## src/hw/rtl/dsq_pkg.sv

```systemverilog
package dsq_pkg;

  localparam int unsigned QUEUE_DEPTH = 16;

  localparam int unsigned FUNC_W  = 2;
  localparam int unsigned TPOS_W  = 16;
  localparam int unsigned MSTATE_W = 10;
  localparam int unsigned RCNT_W  = 16;
  localparam int unsigned MSTART_W = 16;
  localparam int unsigned STATUS_W = 3;
  localparam int unsigned OCC_W   = 5;
  localparam int unsigned ENTRY_W = TPOS_W + MSTATE_W + RCNT_W + MSTART_W;

  localparam logic [FUNC_W-1:0] FN_INSERT = 2'd0;
  localparam logic [FUNC_W-1:0] FN_POP    = 2'd1;

  typedef logic [ENTRY_W-1:0] entry_t;

  typedef enum logic [STATUS_W-1:0] {
    ST_INSERTED = 3'd0,
    ST_DUP      = 3'd1,
    ST_FULL     = 3'd2,
    ST_POPPED   = 3'd3,
    ST_EMPTY    = 3'd4,
    ST_CLEARED  = 3'd5
  } status_t;

  typedef enum logic [1:0] {
    S_IDLE,
    S_CMP,
    S_APPLY
  } state_t;

  // per-cell control, broadcast along the chain
  typedef struct packed {
    logic cmp_en;
    logic ins;
    logic pop;
  } ctl_t;

  // sign bit of the counter flipped so an unsigned compare gives queue order
  function automatic entry_t pack_key(
    input logic [TPOS_W-1:0]          tp,
    input logic [MSTATE_W-1:0]        ms,
    input logic signed [RCNT_W-1:0]   rc,
    input logic [MSTART_W-1:0]        st
  );
    logic [RCNT_W-1:0] rc_u;
    rc_u = {~rc[RCNT_W-1], rc[RCNT_W-2:0]};
    return {tp, ms, rc_u, st};
  endfunction

endpackage

```

## src/hw/rtl/dsq_ifs.sv

```systemverilog
interface dsq_in_if;
  logic                                  valid;
  logic                                  ready;
  logic [dsq_pkg::FUNC_W-1:0]            func;
  logic [dsq_pkg::TPOS_W-1:0]            text_pos;
  logic [dsq_pkg::MSTATE_W-1:0]          machine_state;
  logic signed [dsq_pkg::RCNT_W-1:0]     repeat_count;
  logic [dsq_pkg::MSTART_W-1:0]          match_start;

  modport source (output valid, func, text_pos, machine_state, repeat_count, match_start,
                  input ready);
  modport sink   (input valid, func, text_pos, machine_state, repeat_count, match_start,
                  output ready);
endinterface

interface dsq_out_if;
  logic                                  valid;
  logic                                  ready;
  logic [dsq_pkg::STATUS_W-1:0]          status;
  logic [dsq_pkg::TPOS_W-1:0]            out_text_pos;
  logic [dsq_pkg::MSTATE_W-1:0]          out_machine_state;
  logic signed [dsq_pkg::RCNT_W-1:0]     out_repeat_count;
  logic [dsq_pkg::MSTART_W-1:0]          out_match_start;
  logic [dsq_pkg::OCC_W-1:0]             occupancy;

  modport source (output valid, status, out_text_pos, out_machine_state, out_repeat_count,
                  out_match_start, occupancy, input ready);
  modport sink   (input valid, status, out_text_pos, out_machine_state, out_repeat_count,
                  out_match_start, occupancy, output ready);
endinterface

```

## src/hw/rtl/dsq_cell.sv

```systemverilog
module dsq_cell #(
  parameter int unsigned DEPTH = dsq_pkg::QUEUE_DEPTH,
  parameter int unsigned IDX   = 0
) (
  input  logic                         clk,
  input  dsq_pkg::entry_t              key,
  input  logic [$clog2(DEPTH+1)-1:0]   count,
  input  dsq_pkg::entry_t              prev_entry,
  input  logic                         prev_gt,
  input  dsq_pkg::entry_t              next_entry,
  input  dsq_pkg::ctl_t                ctl,
  output dsq_pkg::entry_t              entry,
  output logic                         gt,
  output logic                         eq
);

  localparam int unsigned CNT_W = $clog2(DEPTH+1);

  dsq_pkg::entry_t entry_r, entry_nxt;
  logic            gt_r, eq_r;
  logic            vld;

  assign vld = count > CNT_W'(IDX);

  // insert: first cell above the key takes it, cells beyond take their left neighbour
  always_comb begin
    entry_nxt = entry_r;
    if (ctl.ins && gt_r) begin
      entry_nxt = prev_gt ? prev_entry : key;
    end else if (ctl.pop) begin
      entry_nxt = next_entry;
    end
  end

  always_ff @(posedge clk) begin
    entry_r <= entry_nxt;
    if (ctl.cmp_en) begin
      gt_r <= !vld || (entry_r > key);
      eq_r <= vld && (entry_r == key);
    end
  end

  assign entry = entry_r;
  assign gt    = gt_r;
  assign eq    = eq_r;

endmodule

```

## src/hw/rtl/dedup_sorted_priority_queue_top.sv

```systemverilog
// Sorted priority queue of matcher states, built as a chain of QUEUE_DEPTH cells kept in
// ascending order (text position, automaton state, signed count, match start). Each request
// (insert, pop least, clear) yields exactly one response with a status and the occupancy
// after the request; the entry fields are non-zero only for a successful pop. A request
// passes through accept, a parallel compare of the key in every cell, then the shift
// of the chain together with loading the response register. The next request is accepted
// in the cycle after the response is loaded, so a request is not taken before the last one
// is through; a held response stalls the shift step.
// Exact duplicates are dropped, inserts into a full queue are refused, and func 2 or 3 clears.
module dedup_sorted_priority_queue_top #(
  parameter int unsigned QUEUE_DEPTH = dsq_pkg::QUEUE_DEPTH
) (
  input  logic         clk,
  input  logic         rst_n,
  dsq_in_if.sink       in_req,
  dsq_out_if.source    out_rsp
);

  localparam int unsigned CNT_W = $clog2(QUEUE_DEPTH+1);

  dsq_pkg::state_t                  state_r, state_nxt;
  logic [CNT_W-1:0]                 count_r, count_nxt;
  logic [dsq_pkg::FUNC_W-1:0]       func_r;
  dsq_pkg::entry_t                  key_r;

  // response register
  logic                             out_valid_r, out_valid_nxt;
  dsq_pkg::status_t                 status_r, status_nxt;
  dsq_pkg::entry_t                  pop_r, pop_nxt;

  dsq_pkg::ctl_t                    ctl;
  dsq_pkg::entry_t                  entry_w [QUEUE_DEPTH];
  logic [QUEUE_DEPTH-1:0]           gt_w, eq_w;

  logic                             in_fire, slot_free, dup, full, is_ins, is_pop;
  logic [dsq_pkg::RCNT_W-1:0]       pop_rc;

  assign in_fire   = in_req.valid && in_req.ready;
  assign slot_free = !out_valid_r || out_rsp.ready;
  assign dup       = |eq_w;
  assign full      = count_r == CNT_W'(QUEUE_DEPTH);
  assign is_ins    = func_r == dsq_pkg::FN_INSERT;
  assign is_pop    = func_r == dsq_pkg::FN_POP;

  // ---- cell chain ----
  for (genvar i = 0; i < QUEUE_DEPTH; i++) begin : g_cell
    dsq_pkg::entry_t prev_e, next_e;
    logic            prev_g;
    if (i == 0) begin : g_head
      assign prev_e = key_r;
      assign prev_g = 1'b0;
    end else begin : g_mid
      assign prev_e = entry_w[i-1];
      assign prev_g = gt_w[i-1];
    end
    if (i == QUEUE_DEPTH-1) begin : g_tail
      assign next_e = entry_w[i];
    end else begin : g_body
      assign next_e = entry_w[i+1];
    end

    dsq_cell #(.DEPTH(QUEUE_DEPTH), .IDX(i)) u_cell (
      .clk        (clk),
      .key        (key_r),
      .count      (count_r),
      .prev_entry (prev_e),
      .prev_gt    (prev_g),
      .next_entry (next_e),
      .ctl        (ctl),
      .entry      (entry_w[i]),
      .gt         (gt_w[i]),
      .eq         (eq_w[i])
    );
  end

  // ---- control ----
  always_comb begin
    state_nxt     = state_r;
    count_nxt     = count_r;
    out_valid_nxt = out_valid_r && !out_rsp.ready;
    status_nxt    = status_r;
    pop_nxt       = pop_r;
    ctl           = '0;
    in_req.ready  = 1'b0;

    case (state_r)
      dsq_pkg::S_IDLE: begin
        in_req.ready = 1'b1;
        if (in_req.valid) begin
          state_nxt = dsq_pkg::S_CMP;
        end
      end
      dsq_pkg::S_CMP: begin
        ctl.cmp_en = 1'b1;
        state_nxt  = dsq_pkg::S_APPLY;
      end
      dsq_pkg::S_APPLY: begin
        if (slot_free) begin
          state_nxt     = dsq_pkg::S_IDLE;
          out_valid_nxt = 1'b1;
          pop_nxt       = '0;
          if (is_ins) begin
            if (dup) begin
              status_nxt = dsq_pkg::ST_DUP;
            end else if (full) begin
              status_nxt = dsq_pkg::ST_FULL;
            end else begin
              status_nxt = dsq_pkg::ST_INSERTED;
              ctl.ins    = 1'b1;
              count_nxt  = count_r + CNT_W'(1);
            end
          end else if (is_pop) begin
            if (count_r == '0) begin
              status_nxt = dsq_pkg::ST_EMPTY;
            end else begin
              status_nxt = dsq_pkg::ST_POPPED;
              pop_nxt    = entry_w[0];
              ctl.pop    = 1'b1;
              count_nxt  = count_r - CNT_W'(1);
            end
          end else begin
            // func 2 and the unused code both clear
            status_nxt = dsq_pkg::ST_CLEARED;
            count_nxt  = '0;
          end
        end
      end
      default: begin
        state_nxt = dsq_pkg::S_IDLE;
      end
    endcase
  end

  always_ff @(posedge clk) begin
    if (!rst_n) begin
      state_r     <= dsq_pkg::S_IDLE;
      count_r     <= '0;
      out_valid_r <= 1'b0;
    end else begin
      state_r     <= state_nxt;
      count_r     <= count_nxt;
      out_valid_r <= out_valid_nxt;
    end
  end

  always_ff @(posedge clk) begin
    status_r <= status_nxt;
    pop_r    <= pop_nxt;
    if (in_fire) begin
      func_r <= in_req.func;
      key_r  <= dsq_pkg::pack_key(in_req.text_pos, in_req.machine_state,
                                  in_req.repeat_count, in_req.match_start);
    end
  end

  // ---- response unpacking ----
  // counter sign bit flipped back; a zeroed word stays zero
  assign pop_rc = (status_r == dsq_pkg::ST_POPPED)
                ? {~pop_r[dsq_pkg::MSTART_W+dsq_pkg::RCNT_W-1],
                   pop_r[dsq_pkg::MSTART_W+dsq_pkg::RCNT_W-2:dsq_pkg::MSTART_W]}
                : '0;

  assign out_rsp.valid             = out_valid_r;
  assign out_rsp.status            = status_r;
  assign out_rsp.out_text_pos      = pop_r[dsq_pkg::ENTRY_W-1 -: dsq_pkg::TPOS_W];
  assign out_rsp.out_machine_state =
    pop_r[dsq_pkg::ENTRY_W-dsq_pkg::TPOS_W-1 -: dsq_pkg::MSTATE_W];
  assign out_rsp.out_repeat_count  = pop_rc;
  assign out_rsp.out_match_start   = pop_r[dsq_pkg::MSTART_W-1:0];
  assign out_rsp.occupancy         = dsq_pkg::OCC_W'(count_r);

  // ---- assertions ----
  a_count_bound: assert property (@(posedge clk) disable iff (!rst_n)
    count_r <= CNT_W'(QUEUE_DEPTH))
    else $error("occupancy beyond queue depth");

  a_accept_to_cmp: assert property (@(posedge clk) disable iff (!rst_n)
    in_fire |=> state_r == dsq_pkg::S_CMP)
    else $error("accepted request did not enter compare");

  a_rsp_from_apply: assert property (@(posedge clk) disable iff (!rst_n)
    $rose(out_valid_r) |-> $past(state_r) == dsq_pkg::S_APPLY)
    else $error("response loaded outside shift step");

  a_pop_count: assert property (@(posedge clk) disable iff (!rst_n)
    (ctl.pop) |=> count_r == $past(count_r) - CNT_W'(1))
    else $error("pop did not decrement occupancy");

  a_no_ins_when_full: assert property (@(posedge clk) disable iff (!rst_n)
    ctl.ins |-> !full && !dup)
    else $error("insert applied to full queue or duplicate");

endmodule
```

## src/flat_wrapper.sv

```systemverilog
// flat-port wrapper written by rule: the top's interface ports become plain ports
module dedup_sorted_priority_queue_top_flat 
#(
  parameter int unsigned QUEUE_DEPTH = dsq_pkg::QUEUE_DEPTH
)
  (clk, rst_n, in_req_valid, in_req_func, in_req_text_pos, in_req_machine_state, in_req_repeat_count, in_req_match_start, in_req_ready, out_rsp_valid, out_rsp_status, out_rsp_out_text_pos, out_rsp_out_machine_state, out_rsp_out_repeat_count, out_rsp_out_match_start, out_rsp_occupancy, out_rsp_ready);
  dsq_in_if in_req_i ();
  dsq_out_if out_rsp_i ();
  input  logic clk;
  input  logic rst_n;
  input wire logic [$bits(in_req_i.valid)-1:0] in_req_valid;
  input wire logic [$bits(in_req_i.func)-1:0] in_req_func;
  input wire logic [$bits(in_req_i.text_pos)-1:0] in_req_text_pos;
  input wire logic [$bits(in_req_i.machine_state)-1:0] in_req_machine_state;
  input wire logic [$bits(in_req_i.repeat_count)-1:0] in_req_repeat_count;
  input wire logic [$bits(in_req_i.match_start)-1:0] in_req_match_start;
  output wire logic [$bits(in_req_i.ready)-1:0] in_req_ready;
  output wire logic [$bits(out_rsp_i.valid)-1:0] out_rsp_valid;
  output wire logic [$bits(out_rsp_i.status)-1:0] out_rsp_status;
  output wire logic [$bits(out_rsp_i.out_text_pos)-1:0] out_rsp_out_text_pos;
  output wire logic [$bits(out_rsp_i.out_machine_state)-1:0] out_rsp_out_machine_state;
  output wire logic [$bits(out_rsp_i.out_repeat_count)-1:0] out_rsp_out_repeat_count;
  output wire logic [$bits(out_rsp_i.out_match_start)-1:0] out_rsp_out_match_start;
  output wire logic [$bits(out_rsp_i.occupancy)-1:0] out_rsp_occupancy;
  input wire logic [$bits(out_rsp_i.ready)-1:0] out_rsp_ready;
  assign in_req_i.valid = in_req_valid;
  assign in_req_i.func = in_req_func;
  assign in_req_i.text_pos = in_req_text_pos;
  assign in_req_i.machine_state = in_req_machine_state;
  assign in_req_i.repeat_count = in_req_repeat_count;
  assign in_req_i.match_start = in_req_match_start;
  assign in_req_ready = in_req_i.ready;
  assign out_rsp_valid = out_rsp_i.valid;
  assign out_rsp_status = out_rsp_i.status;
  assign out_rsp_out_text_pos = out_rsp_i.out_text_pos;
  assign out_rsp_out_machine_state = out_rsp_i.out_machine_state;
  assign out_rsp_out_repeat_count = out_rsp_i.out_repeat_count;
  assign out_rsp_out_match_start = out_rsp_i.out_match_start;
  assign out_rsp_occupancy = out_rsp_i.occupancy;
  assign out_rsp_i.ready = out_rsp_ready;
  dedup_sorted_priority_queue_top #(.QUEUE_DEPTH(QUEUE_DEPTH)) u_core (.clk(clk), .rst_n(rst_n), .in_req(in_req_i), .out_rsp(out_rsp_i));
endmodule
```

## config.mk

```make
export PLATFORM = sky130hd
export DESIGN_NAME = dedup_sorted_priority_queue_top_flat
export DESIGN_NICKNAME = d
export VERILOG_FILES = /design/src/hw/rtl/dsq_pkg.sv /design/src/hw/rtl/dsq_ifs.sv /design/src/hw/rtl/dsq_cell.sv /design/src/hw/rtl/dedup_sorted_priority_queue_top.sv /design/src/flat_wrapper.sv
export SDC_FILE = /design/constraint.sdc
export NUM_CORES = 2
export LEC_CHECK = 0
export BUFFER_PORTS_ARGS = -buffer_cell sky130_fd_sc_hd__buf_4
export CORE_MARGIN = 2
export CORE_UTILIZATION = 54
export CTS_CLUSTER_SIZE = 25
export DETAILED_ROUTE_END_ITERATION = 16
export GPL_TIMING_DRIVEN = 0
export PLACE_DENSITY = 0.7
export SLEW_MARGIN = 5
export SYNTH_ARGS = -nofsm -noshare
export SYNTH_HDL_FRONTEND = slang
export SYNTH_SLANG_ARGS = --single-unit
```

## constraint.sdc

```tcl
create_clock -name clk -period 7.7 [get_ports clk]
set_input_delay 1.54 -clock clk [delete_from_list [all_inputs] [get_ports clk]]
set_output_delay 1.54 -clock clk [all_outputs]
set_load 0.02 [all_outputs]
```

==> summary.txt <==
Route
  • Initial DRC Count: 5294
  • Antenna-violating nets left: 0
  • Drt total wl: 223 mm
  • Routed len/inst: 24.8 um
  • Via count: 56900
  • Drt drc: 0
  • Drt via density: 6.35
  • Drt pass-1 iters: 8

Yosys
  • FF+latch count, synth: 1089
  • Top FF cell, synth: edfxtp_1
  • YS warnings: 0
  • Synth Area in Compound Gates: 0.123
  • Synthesized-area fraction occupied by and/or/nand/nor cells: 0.112
  • Synth Net Count: 7843
  • Synth Instances: 6845
  • Post-Synth Adder-Cell Area: 0.161
  • Register area share after synthesis: 0.450
  • Synth unique cells: 66
  • Synthesized area: 0.0725 mm^2
  • Largest family of logic cells by synthesized area: adder cells
  • Avg Inst Size Synth: 10.6 um^2
  • Multiplexer share of the synthesized area: 0.122
  • Number of synthesized flops with an enable pin: 1081
  • Synth Area in XOR/XNOR: 0.000241
  • Async set-or-reset flop fraction in the synthesized netlist: 0

Job
  • Max Cap Violations: 1

Critical path
  • Setup CP Type: flop to flop
  • Worst EP arrival: 5.93 ns
  • Crit start category: flop
  • Critical Path Sink Type: flop
  • Critical Path Fanout Max: 36
  • CP required: 8.15 ns

Cells and area
  • Commonest non-fill, non-tap cell in the layout: a21oi_1
  • Area growth from synthesis to layout: 10.3%
  • Final non-filler cell total: 8973
  • NumNets Final: 8113
  • Most frequent cells in the layout: a21oi_1 (1188), edfxtp_1 (1081), ha_1 (934)
  • Share of layout cells above drive strength 1: 0.0789
  • Final Util: 0.600

STA
  • # setup viols final: 0
  • Tcrit/Tclk final: 0.712
  • Min cycle time layout: 5.48 ns
  • RSZ-0062 raised after global routing: no
  • Clk_skew: 0.0253 ns
  • Worst Tran Pin Value: 1.45 ns
  • Hold_ws: 0.532 ns
  • Final hold violation count: 0
  • Max-slew violations: 0
  • Fmax: 182 MHz
  • Rel. slew slack: 0.0221

Clocking
  • Postcts setup bufs: 0
  • CTS tree: done
  • Cts bufs inserted: 131
  • # hold bufs at CTS: 0
  • Clock root cell: clkbuf_16
  • Clock buffer depth: 3
  • Worst-path clk slew: 0.06 ns
  • Worst-Skew Late Latency: 0.78 ns
  • Sink Count: 1089
  • Post-CTS sizing: 0
  • H-tree Lvls: 4

Floorplan
  • Die X: 371 um
  • Top Ports: 132
  • Die footprint: 0.137 mm^2
  • FP Rows: 134
  • Chip Height: 371 um
  • Initial Utilization: 0.544
  • Core area: 0.133 mm^2

Outcome
  • Outcome: finished, violations left
  • Failing checks: capacitance limit

GRT
  • GRT Total Usage: 0.319
  • First-pass GRT wire length: 335 mm
  • Vias in the first global route: 58400
  • Initial antenna violation count: 5
  • Largest net degree at the start of global routing: 63
  • Remaining Overflow, GRT: 0

Min path
  • Worst min path class: flop to flop

Placement
  • Number of I/O port buffers: 131
  • Final GP Congestion: 0.932
  • Detailed Place HPWL: 178 mm
  • Cell count after placement: 8750

Power and ir drop
  • Pwr Density: 171 mW/mm^2
  • Leak pwr: 34.9 nW
  • Tot Pwr: 13.7 mW
  • VDD IR-drop max: 0.000206 V
## logic make-up (layout without fill, tap and decap cells)
kind of cell | Yosys count | count (layout)
AOI/OAI and AO/OA | 1629 | 1629
xor gates and xnor gates | 2 | 2
adders and majority gates | 934 | 934
buffers and inverters | 539 | 895
DFF | 1089 | 1089
muxes | 876 | 876
other | 0 | 4
and+or+nand+nor | 1776 | 1776
## critical path: stages, from the launching register on
cell      delay (ns)
dfxtp_1         0.53
clkbuf_1        0.40
inv_1           0.16
ha_1            0.24
nor4b_2         0.24
buf_4           0.23
nand2b_1        0.28
nor2_1          0.83
nand2_1         0.62
clkbuf_2        0.59
nand2b_2        0.65
buf_12          0.30
## routing by layer
metal,track usage,up-vias,part of all wire
li1,-,26300,-
met1,0.422,27900,0.42
met2,0.534,2173,0.48
met3,0.0406,533,0.066
met4,0.120,6,0.036
met5,0,-,0.00021
## synth_stat cells, types with 10 or more instances
cell type / n / area, um^2
a211oi_1: 34 / 255
a21o_1: 54 / 405
a21oi_1: 1188 / 5950
a221o_1: 11 / 110
a221oi_1: 29 / 254
a22oi_1: 10 / 75.1
and2_1: 76 / 475
and3_1: 12 / 75.1
and4_1: 22 / 193
buf_1: 13 / 48.8
buf_2: 106 / 531
buf_4: 42 / 315
clkbuf_1: 245 / 920
edfxtp_1: 1081 / 32500
ha_1: 934 / 11700
inv_1: 132 / 495
mux2_2: 60 / 676
mux2i_1: 816 / 8170
nand2_1: 311 / 1170
nand2b_1: 37 / 231
nand3_1: 85 / 425
nand4_1: 164 / 1030
nor2_1: 917 / 3440
nor2b_1: 30 / 188
nor3_1: 39 / 195
nor4_1: 39 / 244
nor4_4: 12 / 255
o211ai_1: 12 / 90.1
o21ai_0: 204 / 1020
## worst paths after layout
path | from | end | slack [ns] | cells after the start
worst max register to register | u_core.out_rsp.occupancy[1]$_SDFFE_PN0P_ | u_core.g_cell[14].u_cell.entry[20]$_DFFE_PP_ | 2.22 | 11
worst min register to register | u_core.out_rsp.valid$_SDFF_PN0_ | u_core.out_rsp.valid$_SDFF_PN0_ | 0.53 | 2
worst min-delay path | u_core.out_rsp.valid$_SDFF_PN0_ | u_core.out_rsp.valid$_SDFF_PN0_ | 0.53 | 2
worst max-delay path | u_core.out_rsp.occupancy[1]$_SDFFE_PN0P_ | u_core.g_cell[14].u_cell.entry[20]$_DFFE_PP_ | 2.22 | 11
## report_power, final
part / leakage, nW / internal (mW) / switching (mW)
logic: 23.1 / 0.379 / 0.687
clock network: 1.97 / 3.53 / 2.58
registers: 9.79 / 6.48 / 0.0688
total: 34.9 / 10.4 / 3.33
## area by class of cell
| cell class | count | area, um^2 |
|---|---|---|
| clock buffer | 161 | 3450 |
| inverter | 132 | 495 |
| multi-input combinational | 5217 | 37800 |
| timing repair buffer | 137 | 1100 |
| sequential | 1089 | 32600 |
| tap | 1768 | 2210 |
| buffer | 407 | 1830 |
| antenna | 4 | 10.0 |
| fill | 11300 | 53400 |
| clock inverter | 58 | 564 |
## stage by stage
stage               instance area (um^2)  TNS (ns)  worst slack [ns]
finish                             80000         0              2.22
global route                       80000         0              2.17
CTS                                80000         0              2.38
detailed placement                 76000         0              2.20
global placement                   75700  -3112.43             -3.54
floorplan                          72500         0             0.595
## registers in the layout (all words and copies together), names as in the netlist, 2 cells and up
name and cells:
u_core.func_r 2, u_core.g_cell.prev_e 58, u_core.g_cell.u_cell.entry 928, u_core.g_cell.u_cell.eq 16, u_core.g_cell.u_cell.gt 16, u_core.out_rsp.occupancy 5
u_core.out_rsp.status 3, u_core.pop_r 58, u_core.state_r 2
Note: power is estimated with default switching activity, not from simulation.
